`config.mk`:
```
export PLATFORM = sky130hd
export DESIGN_NAME = indexed_list_engine
export DESIGN_NICKNAME = d
export VERILOG_FILES = /design/src/ile_pkg.sv /design/src/ile_store.sv /design/src/indexed_list_engine.sv
export SDC_FILE = /design/constraint.sdc
export NUM_CORES = 2
export LEC_CHECK = 0
export BUFFER_PORTS_ARGS = -buffer_cell sky130_fd_sc_hd__buf_2
export CORE_UTILIZATION = 50
export CTS_BUF_LIST = sky130_fd_sc_hd__clkbuf_4 sky130_fd_sc_hd__clkbuf_8
export DETAILED_ROUTE_END_ITERATION = 16
export PLACE_DENSITY = 0.67
export SLEW_MARGIN = 40
export SYNTH_ARGS = -nofsm -noshare
export SYNTH_HDL_FRONTEND = slang
export SYNTH_SLANG_ARGS = --single-unit
```
`constraint.sdc`:
```
create_clock -name clock -period 8.05 [get_ports clock]
set_input_delay 0.805 -clock clock [delete_from_list [all_inputs] [get_ports clock]]
set_output_delay 0.805 -clock clock [all_outputs]
set_load 0.01 [all_outputs]
```
`src/ile_pkg.sv`:
```
// shared types and constants for the indexed list engine
// request and response beat structs, operation and result codes, sequencer states
package ile_pkg;

   localparam int CAPACITY_DEFAULT = 64;
   localparam int WORD_WIDTH       = 32;
   localparam int POS_WIDTH        = 7;

   typedef enum logic [2:0] {
      OP_APPEND   = 3'd0,
      OP_POP      = 3'd1,
      OP_INSERT   = 3'd2,
      OP_ERASE    = 3'd3,
      OP_SIZE     = 3'd4,
      OP_LIST     = 3'd5,
      OP_LIST_REV = 3'd6,
      OP_READ     = 3'd7
   } op_type;

   typedef enum logic [2:0] {
      KIND_COUNT   = 3'd0,
      KIND_LISTED  = 3'd1,
      KIND_READ    = 3'd2,
      KIND_INVALID = 3'd3,
      KIND_EMPTY   = 3'd4,
      KIND_FULL    = 3'd5
   } kind_type;

   typedef enum logic [2:0] {
      ST_IDLE,
      ST_WALK,
      ST_TAIL,
      ST_PLACE,
      ST_READ
   } state_type;

   typedef struct packed {
      op_type                        operation;
      logic [POS_WIDTH-1:0]          position;
      logic signed [WORD_WIDTH-1:0]  value;
   } req_type;

   typedef struct packed {
      kind_type                      kind;
      logic signed [WORD_WIDTH-1:0]  data;
      logic                          last;
   } rsp_type;

endpackage

```
`src/ile_store.sv`:
```
// element store: one write port, one read port with registered read data
// depends on ile_pkg for the word width and the default depth
module ile_store #(
   parameter int DEPTH = ile_pkg::CAPACITY_DEFAULT,
   parameter int AW    = $clog2(DEPTH)
) (
   input  logic                                  clock,
   input  logic                                  wr_en,
   input  logic [AW-1:0]                         wr_addr,
   input  logic signed [ile_pkg::WORD_WIDTH-1:0] wr_data,
   input  logic [AW-1:0]                         rd_addr,
   output logic signed [ile_pkg::WORD_WIDTH-1:0] rd_data
);

   logic signed [ile_pkg::WORD_WIDTH-1:0] mem [DEPTH];
   logic signed [ile_pkg::WORD_WIDTH-1:0] rd_data_ff;

   always_ff @(posedge clock) begin
      if (wr_en) begin
         mem[wr_addr] <= wr_data;
      end
   end

   always_ff @(posedge clock) begin
      rd_data_ff <= mem[rd_addr];
   end

   assign rd_data = rd_data_ff;

endmodule

```
`src/indexed_list_engine.sv`:
```
// indexed list engine: append, pop, insert, erase, size, list, list reversed, read.
// append, pop, size and rejected or ignored requests finish in idle; read uses ST_READ.
// insert and erase move one element per cycle; insert then writes its value in ST_PLACE.
// listing gives one beat per cycle; the single store port sets the pace.
// the receiver cannot stall; results leave on a registered strobe after the store read.
// synchronous reset empties the list; store contents stay undefined until written.
module indexed_list_engine #(
   parameter int CAPACITY = ile_pkg::CAPACITY_DEFAULT
) (
   input  logic             clock,
   input  logic             reset,
   input  logic             start,
   output logic             busy,
   input  ile_pkg::req_type req_data,
   output logic             rsp_strobe,
   output ile_pkg::rsp_type rsp_data
);

   localparam int AW = $clog2(CAPACITY);
   localparam int CW = $clog2(CAPACITY + 1);

   ile_pkg::state_type state_ff, state_in;
   logic [CW-1:0]      count_ff, count_in;
   logic               have_ff, have_in;
   logic               rsp_valid_ff, rsp_valid_in;
   logic [AW-1:0]      idx_ff, idx_in;
   logic [AW-1:0]      src_ff, src_in;
   logic [AW-1:0]      end_ff, end_in;
   logic               down_ff, down_in;
   ile_pkg::op_type    op_ff, op_in;
   logic [AW-1:0]      pos_ff, pos_in;
   logic signed [ile_pkg::WORD_WIDTH-1:0] val_ff, val_in;
   ile_pkg::rsp_type   rsp_ff, rsp_in;

   logic                                  wr_en;
   logic [AW-1:0]                         wr_addr;
   logic signed [ile_pkg::WORD_WIDTH-1:0] wr_data;
   logic [AW-1:0]                         rd_addr;
   logic signed [ile_pkg::WORD_WIDTH-1:0] rd_data;

   logic [7:0]    cnt8;
   logic [7:0]    pos8;
   logic          full;
   logic [AW-1:0] count_last;
   logic [AW-1:0] pos_a;
   logic          listing;

   ile_store #(
      .DEPTH (CAPACITY),
      .AW    (AW)
   ) u_store (
      .clock   (clock),
      .wr_en   (wr_en),
      .wr_addr (wr_addr),
      .wr_data (wr_data),
      .rd_addr (rd_addr),
      .rd_data (rd_data)
   );

   assign cnt8       = 8'(count_ff);
   assign pos8       = 8'(req_data.position);
   assign full       = (count_ff == CW'(CAPACITY));
   assign count_last = AW'(count_ff - CW'(1));
   assign pos_a      = req_data.position[AW-1:0];
   assign listing    = (op_ff == ile_pkg::OP_LIST) || (op_ff == ile_pkg::OP_LIST_REV);

   always_comb begin
      state_in     = state_ff;
      count_in     = count_ff;
      have_in      = have_ff;
      idx_in       = idx_ff;
      src_in       = src_ff;
      end_in       = end_ff;
      down_in      = down_ff;
      op_in        = op_ff;
      pos_in       = pos_ff;
      val_in       = val_ff;
      rsp_valid_in = 1'b0;
      rsp_in       = '{kind: ile_pkg::KIND_COUNT, data: '0, last: 1'b1};
      // moves go against the walk: walking down shifts up, walking up shifts down
      wr_en        = 1'b0;
      wr_addr      = down_ff ? src_ff + AW'(1) : src_ff - AW'(1);
      wr_data      = rd_data;
      rd_addr      = idx_ff;

      case (state_ff)
         ile_pkg::ST_IDLE: begin
            rd_addr = pos_a;
            have_in = 1'b0;
            if (start) begin
               op_in  = req_data.operation;
               pos_in = pos_a;
               val_in = req_data.value;
               case (req_data.operation)
                  ile_pkg::OP_APPEND: begin
                     if (full) begin
                        rsp_valid_in = 1'b1;
                        rsp_in.kind  = ile_pkg::KIND_FULL;
                     end else begin
                        wr_en    = 1'b1;
                        wr_addr  = AW'(count_ff);
                        wr_data  = req_data.value;
                        count_in = count_ff + CW'(1);
                     end
                  end
                  ile_pkg::OP_POP: begin
                     if (count_ff != '0) begin
                        count_in = count_ff - CW'(1);
                     end
                  end
                  ile_pkg::OP_INSERT: begin
                     if (pos8 <= cnt8) begin
                        if (full) begin
                           rsp_valid_in = 1'b1;
                           rsp_in.kind  = ile_pkg::KIND_FULL;
                        end else if (pos8 == cnt8) begin
                           wr_en    = 1'b1;
                           wr_addr  = pos_a;
                           wr_data  = req_data.value;
                           count_in = count_ff + CW'(1);
                        end else begin
                           idx_in   = count_last;
                           end_in   = pos_a;
                           down_in  = 1'b1;
                           state_in = ile_pkg::ST_WALK;
                        end
                     end
                  end
                  ile_pkg::OP_ERASE: begin
                     if (pos8 < cnt8) begin
                        if (pos8 + 8'd1 == cnt8) begin
                           count_in = count_ff - CW'(1);
                        end else begin
                           idx_in   = pos_a + AW'(1);
                           end_in   = count_last;
                           down_in  = 1'b0;
                           state_in = ile_pkg::ST_WALK;
                        end
                     end
                  end
                  ile_pkg::OP_SIZE: begin
                     rsp_valid_in = 1'b1;
                     rsp_in.kind  = ile_pkg::KIND_COUNT;
                     rsp_in.data  = ile_pkg::WORD_WIDTH'(count_ff);
                  end
                  ile_pkg::OP_LIST, ile_pkg::OP_LIST_REV: begin
                     if (count_ff == '0) begin
                        rsp_valid_in = 1'b1;
                        rsp_in.kind  = ile_pkg::KIND_EMPTY;
                     end else if (req_data.operation == ile_pkg::OP_LIST) begin
                        idx_in   = '0;
                        end_in   = count_last;
                        down_in  = 1'b0;
                        state_in = ile_pkg::ST_WALK;
                     end else begin
                        idx_in   = count_last;
                        end_in   = '0;
                        down_in  = 1'b1;
                        state_in = ile_pkg::ST_WALK;
                     end
                  end
                  ile_pkg::OP_READ: begin
                     if (pos8 >= cnt8) begin
                        rsp_valid_in = 1'b1;
                        rsp_in.kind  = ile_pkg::KIND_INVALID;
                     end else begin
                        state_in = ile_pkg::ST_READ;
                     end
                  end
                  default: begin
                  end
               endcase
            end
         end

         ile_pkg::ST_WALK: begin
            // the word read last cycle is either sent out or moved one place
            if (have_ff) begin
               if (listing) begin
                  rsp_valid_in = 1'b1;
                  rsp_in.kind  = ile_pkg::KIND_LISTED;
                  rsp_in.data  = rd_data;
                  rsp_in.last  = 1'b0;
               end else begin
                  wr_en = 1'b1;
               end
            end
            src_in  = idx_ff;
            have_in = 1'b1;
            if (idx_ff == end_ff) begin
               state_in = ile_pkg::ST_TAIL;
            end else begin
               idx_in = down_ff ? idx_ff - AW'(1) : idx_ff + AW'(1);
            end
         end

         ile_pkg::ST_TAIL: begin
            have_in = 1'b0;
            if (listing) begin
               rsp_valid_in = 1'b1;
               rsp_in.kind  = ile_pkg::KIND_LISTED;
               rsp_in.data  = rd_data;
               state_in     = ile_pkg::ST_IDLE;
            end else begin
               wr_en = 1'b1;
               if (op_ff == ile_pkg::OP_INSERT) begin
                  state_in = ile_pkg::ST_PLACE;
               end else begin
                  count_in = count_ff - CW'(1);
                  state_in = ile_pkg::ST_IDLE;
               end
            end
         end

         ile_pkg::ST_PLACE: begin
            wr_en    = 1'b1;
            wr_addr  = pos_ff;
            wr_data  = val_ff;
            count_in = count_ff + CW'(1);
            state_in = ile_pkg::ST_IDLE;
         end

         ile_pkg::ST_READ: begin
            rsp_valid_in = 1'b1;
            rsp_in.kind  = ile_pkg::KIND_READ;
            rsp_in.data  = rd_data;
            state_in     = ile_pkg::ST_IDLE;
         end

         default: begin
            state_in = ile_pkg::ST_IDLE;
         end
      endcase
   end

   always_ff @(posedge clock) begin
      if (reset) begin
         state_ff     <= ile_pkg::ST_IDLE;
         count_ff     <= '0;
         have_ff      <= 1'b0;
         rsp_valid_ff <= 1'b0;
      end else begin
         state_ff     <= state_in;
         count_ff     <= count_in;
         have_ff      <= have_in;
         rsp_valid_ff <= rsp_valid_in;
      end
   end

   always_ff @(posedge clock) begin
      idx_ff  <= idx_in;
      src_ff  <= src_in;
      end_ff  <= end_in;
      down_ff <= down_in;
      op_ff   <= op_in;
      pos_ff  <= pos_in;
      val_ff  <= val_in;
      rsp_ff  <= rsp_in;
   end

   assign busy       = (state_ff != ile_pkg::ST_IDLE);
   assign rsp_strobe = rsp_valid_ff;
   assign rsp_data   = rsp_ff;

endmodule
```
Word-level counts from Yosys, hierarchy flattened
Memory sizes are Yosys's and may differ from the RTL's. A register that Yosys moved wholly into a read port is not among the register bits.
Cells that the tools add are included.
{ "word_totals": {"regBits": 108, "ramBits": 2048, "input_bits": 45, "output_inout_bits": 38, "n_memories": 1} }
{ "op_classes": {"add_sub_neg": 8, "order_cmp": 3, "n_eq_ne": 43, "muxes": 101, "n_reduce_logical": 18} }
{ "memory_table": {"columns": ["memory", "depth", "word_bits", "rd", "rd_clocked_by_memory_dff", "write_ports", "line", "text"], "rows": [
  ["u_store.mem", 64, 32, 1, 1, 1, "ile_store.sv:15", "logic signed [ile_pkg::WORD_WIDTH-1:0] mem [DEPTH];"]
]} }
{ "ops": {"columns": ["operator", "count"], "rows": [
  ["$mux W32", 5],
  ["$mux W6", 24],
  ["$pmux W35 S4", 1],
  ["$pmux W32 S2", 2],
  ["$mux W7", 11],
  ["$mux W34", 2],
  ["$mux W3", 12],
  ["$pmux W6 S2", 3],
  ["$pmux W6 S3", 2],
  ["$mux W35", 1],
  ["$mux W33", 1],
  ["$ne A3 B3 Y1 const B", 11],
  ["$pmux W7 S4", 1],
  ["$pmux W3 S4", 2],
  ["$mux W1", 23],
  ["$ne A2 B2 Y1 const B", 11],
  ["$eq A3 B3 Y1 const B", 7],
  ["$pmux W7 S3", 1],
  ["$reduce_and A10 Y1", 2],
  ["$add A6 B1 Y6 const B", 3],
  ["$eq A3 B2 Y1 const B", 5],
  ["$reduce_and A12 Y1", 1],
  ["$sub A6 B1 Y6 const B", 2],
  ["$ne A5 B1 Y1 const B", 2],
  ["27 further kinds", 38]
]} }

Depth between registers and ports, before layout
{ "depth": {"depth_word": 9, "ltp_mapped": 15, "ltp_nobuf": 9} }

Cells and area by module
Synthesis repeated with hierarchy kept, for this count alone.
{ "unflattened": {"cells_unflattened": 4123, "area_unflattened_um2": 84866.4} }
{ "by_module_without_submodules": {"columns": ["module", "instances", "cells_each", "area_per_inst_um2", "seq_area_each_um2"], "rows": [
  ["ile_store", 1, 3511, 79039.6, 62139.6],
  ["indexed_list_engine", 1, 612, 5826.8, 2762.6]
]} }

Worst setup path after synthesis
No wires, ideal clock.
{ "synth_timing": {"kind": "input -> register", "start": "input req_data[32] in the netlist's numbering", "end": "memory u_store.mem[16][0] in the netlist's numbering (enable)", "setup_ps": 421, "t_arrival_ps": 4121, "slack_ps": 3508, "path_stages": 10, "n_path_buf": 1, "path_cell_list": "buf_2 > inv_1 > ha_1 > and3_1 > nand2_1 > nor4_1 > a222oi_1 > a21oi_1 > nand3_1 > nor2_1"} }
{ "synth_between": {"elab_chain_len": 9, "word_cells_on_any_way": 16, "classes_between": "order compare: 1; eq/ne: 1; mux: 14"} }
{ "synth_lines": {"columns": ["item", "line", "text"], "rows": [
  ["start, declared", "indexed_list_engine.sv:14", "input ile_pkg::req_type req_data,"],
  ["parallel branches: the longest is 9 deep, another holds $le A7 B7 Y1", null, null],
  ["end, declared", "ile_store.sv:15", null]
]} }
Parallel ways; which one is timed is not known.

Worst setup path after layout
{ "layout_timing": {"start": "register count_ff[1]", "end": "memory u_store.mem[17][25] in the netlist's numbering (enable)"} }
{ "layout_between": {"elab_chain_len": 9, "word_cells_on_any_way": 19, "classes_between": "order compare: 1; eq/ne: 2; mux: 16"} }
{ "layout_lines": {"columns": ["item", "line", "text"], "rows": [
  ["start, declared", "indexed_list_engine.sv:23", "logic [CW-1:0] count_ff, count_in;"],
  ["start signal, assigned", "indexed_list_engine.sv:244", "count_ff <= count_in;"],
  ["parallel branches: the longest is 9 deep, another holds $le A7 B7 Y1", null, null]
]} }
Parallel ways; which one is timed is not known.

==> out/metrics.yaml <==
sta:
  drv_slew: 0
  finalCritPeriodShare_pct: 66.3
  setup_tns_ps: 0
  worst_slew_pin_slew_ps: 958
  fin_worst_skew_ps: 59.0
  fmax_ghz: 0.187
  rsz0062_at_grt: "false"
  slew_headroom_pct: 36.2
  period_minus_slack_ps: 5340
  setup_violations: 0
  finalHoldViolations: 0
synthesis:
  netlist_instances: 5463
  yosysSeqAreaShare_pct: 75.6
  syn_nets: 5528
  synth-main-ff-cell: "edfxtp_1"
  ys_ff_latch: 2188
  synth_top_area_cell: "edfxtp_1"
  syn_area_per_cell_um2: 15.7
  ys_warn_count: 0
  synth_area_leaders: "edfxtp_1 74%, nand2_1 4.2%, mux4_2 4.1%"
  netlist_area_um2: 85900
  yosysTopAreaCellShare_pct: 73.7
  synth_edf_count: 2108
  async_flop_share_pct: 0
  ys_types: 76
power_and_ir_drop:
  p_leak_nw: 32.7
  pwr-share-clk_pct: 31.0
  power_mw: 30.5
  peakVddDrop_mv: 0.204
  seqPwrFrac_pct: 47.7
  switching_share_pct: 31.6
  p_switching_mw: 9.63
  cellPowerDensity_nw_per_um2: 310
  internal-power_mw: 20.9
  power_frac_comb_pct: 21.3
clock_network:
  clkSinkCount: 2188
  cts_tree: "done"
  cts_root_buf: "clkbuf_8"
  clkTransAtPathRegs_ps: 60
  clock_path_buffers: 4
  clkLatencyLatePin_ps: 1070
  cts_made_buffers: 362
  h-tree-depth: 5
global_route:
  gr-total-overflow: 0
  antenna_found_initial: 20
  grt_first_pass_wirelength_mm: 362
  grt_pass1_vias: 50587
  grt_start_max_net_pins: 133
  grt.total_usage_pct: 29.2
floorplan:
  die_area_um2: 173000
  rows: 151
  die_w_um: 416
  chipHeight_um: 416
  start_util_pct: 50.5
  core_um2: 170000
  ios: 83
critical_path:
  worst_setup_path_start_kind: "flop"
  cp_max_fo: 17
  cp_slowest_cell: "nor2_4"
  crit_chain: "inv_1 -> ha_1 -> nor4b_1 -> nand3_1 -> a31oi_4 -> o21ai_0 -> a21oi_1 -> nand3_2 -> nor2_4 -> buf_4"
  crit_arrival_ps: 6050
  cp-end-kind: "flop"
  r2r_slack_ps: 2710
  cpPeakStageDelay_ps: 750
  regToRegStartpoint: "count_ff[1]"
  cp-startpoint: "count_ff[1]"
  critical_path_class: "flop to flop"
  required_ps: 8760
hold_path:
  min_from: "req_data[20]"
  hold_path_class: "primary input to flop"
routing:
  vias: 53167
  drt-total-wl_mm: 256
  ant_nets: 0
  drc_errors: 0
  drtIter0Drc: 7933
  routedWlPerCell_um: 31.0
  vias_per_cell: 6.42
  firstDrtPassIters: 6
placed_design:
  port-buffer-count: 82
  place_inst: 7607
  gp_congestion: 0.909
  dpl.hpwl_mm: 155
  placed_cell_area_um2: 90800
cells_and_area:
  final_common_cell: "edfxtp_1"
  final_cell_mix: "2108 x edfxtp_1, 915 x nand2_1, 382 x clkbuf_8"
  fin_nets: 5856
  fin_area_um2: 98300
  area_delta_synth_final_pct: 14.5
  final_util_pct: 57.8
  final_cell_count_no_fill: 8278
  final_layout_size_suffix_gt1_share_pct: 19.4
run:
  maxCapViolCount: 0
run_status:
  run_status: "finished clean"
==> logic make-up (layout without fill, tap and decap cells) <==
kind of cell / after synthesis / count (layout) / synth area share [%]
multiplexers: 309 / 309 / 5.88
AO/OA/AOI/OAI: 890 / 890 / 7.28
AND/OR/NAND/NOR: 1637 / 1637 / 8.60
flip-flops: 2188 / 2188 / 75.6
other: 0 / 8 / 0
XOR/XNOR: 32 / 32 / 0.358
adder cells (fa/ha/maj): 20 / 20 / 0.309
buffers and inverters: 387 / 976 / 1.98
==> registers in the layout, indices dropped and copies added, names as in the netlist <==
signal / count
u_store.mem: 2048
rsp_data: 36
u_store.rd_data: 32
val_ff: 32
count_ff: 7
end_ff: 6
idx_ff: 6
pos_ff: 6
src_ff: 6
op_ff: 3
state_ff: 3
down_ff: 1
have_ff: 1
rsp_strobe: 1
==> worst max-delay path, delay by kind of cell, from the launching register on <==
family	cells	cell delay (ps)
AOI/OAI and AO/OA	3	1290
adders and majority gates	1	270
buffers and inverters	2	560
DFF	1	410
and+or+nand+nor	4	2420
==> per-stage QoR <==
| step | setup WS [ps] | hold WS [ps] |
|---|---|---|
| 4_1_cts | 2790 | 19.7 |
| 2_1_floorplan | 3510 | 397 |
| 3_3_place_gp | 2140 | 479 |
| 5_1_grt | 2450 | 49.7 |
| 3_5_place_dp | 2570 | 475 |
| 6_report | 2710 | 71.8 |
==> worst paths after layout <==
path                               to  cells after the start
setup reg to reg  u_store.mem[17][25]                     10
hold reg to reg           rsp_data[0]                      1
setup / recovery  u_store.mem[17][25]                     10
hold / removal             val_ff[20]                      1
==> routing by layer <==
| layer | GRT usage (%) | part of all wire [%] | wire, um |
|---|---|---|---|
| met1 | 40.4 | 38 | 97800 |
| met2 | 44.1 | 45 | 117000 |
| met3 | 9.36 | 13 | 34000 |
| met4 | 9.25 | 3.0 | 7620 |
| met5 | 0 | 0.13 | 337 |
==> layout make-up <==
cell class | count | area [um^2]
Clock inverter | 113 | 642
Multi-Input combinational cell | 2888 | 20400
Inverter | 26 | 100
Antenna cell | 8 | 20.0
Clock buffer | 512 | 6230
Tap cell | 2218 | 2780
Timing Repair Buffer | 325 | 3270
Fill cell | 12745 | 71700
Sequential cell | 2188 | 64900
==> power groups by stage <==
stage	Sequential, mW	Clock [mW]	Combinational, mW
floorplan	14.7	0	3.29
CTS	14.5	9.51	6.26
finish	14.5	9.45	6.50
detailed placement	14.8	0	6.23
global route	14.5	9.99	6.72
global placement	14.8	0	6.02
==> timing repair <==
action | in CTS | in global routing
hold endpoints to repair | 31 | 0
resized for setup | 0 | 0
hold buffers | 31 | 0
setup buffers | 0 | 0
==> synthesized netlist by cell type, types with 14 or more instances <==
master / instances
mux4_2: 156
and3_1: 181
a2111oi_0: 15
a311oi_1: 32
mux2i_1: 149
a211oi_1: 164
xnor2_1: 19
o2111ai_1: 56
a221oi_1: 80
clkbuf_1: 198
ha_1: 18
o211ai_1: 14
buf_1: 40
o21ai_0: 110
buf_2: 104
nor2_1: 119
a32oi_1: 26
nand2_1: 950
a22oi_1: 59
nand4_1: 44
a21oi_1: 113
dfxtp_1: 80
a31oi_1: 150
nand3_1: 213
inv_1: 24
and2_1: 31
edfxtp_1: 2108
(Power assumes the default switching activity.)
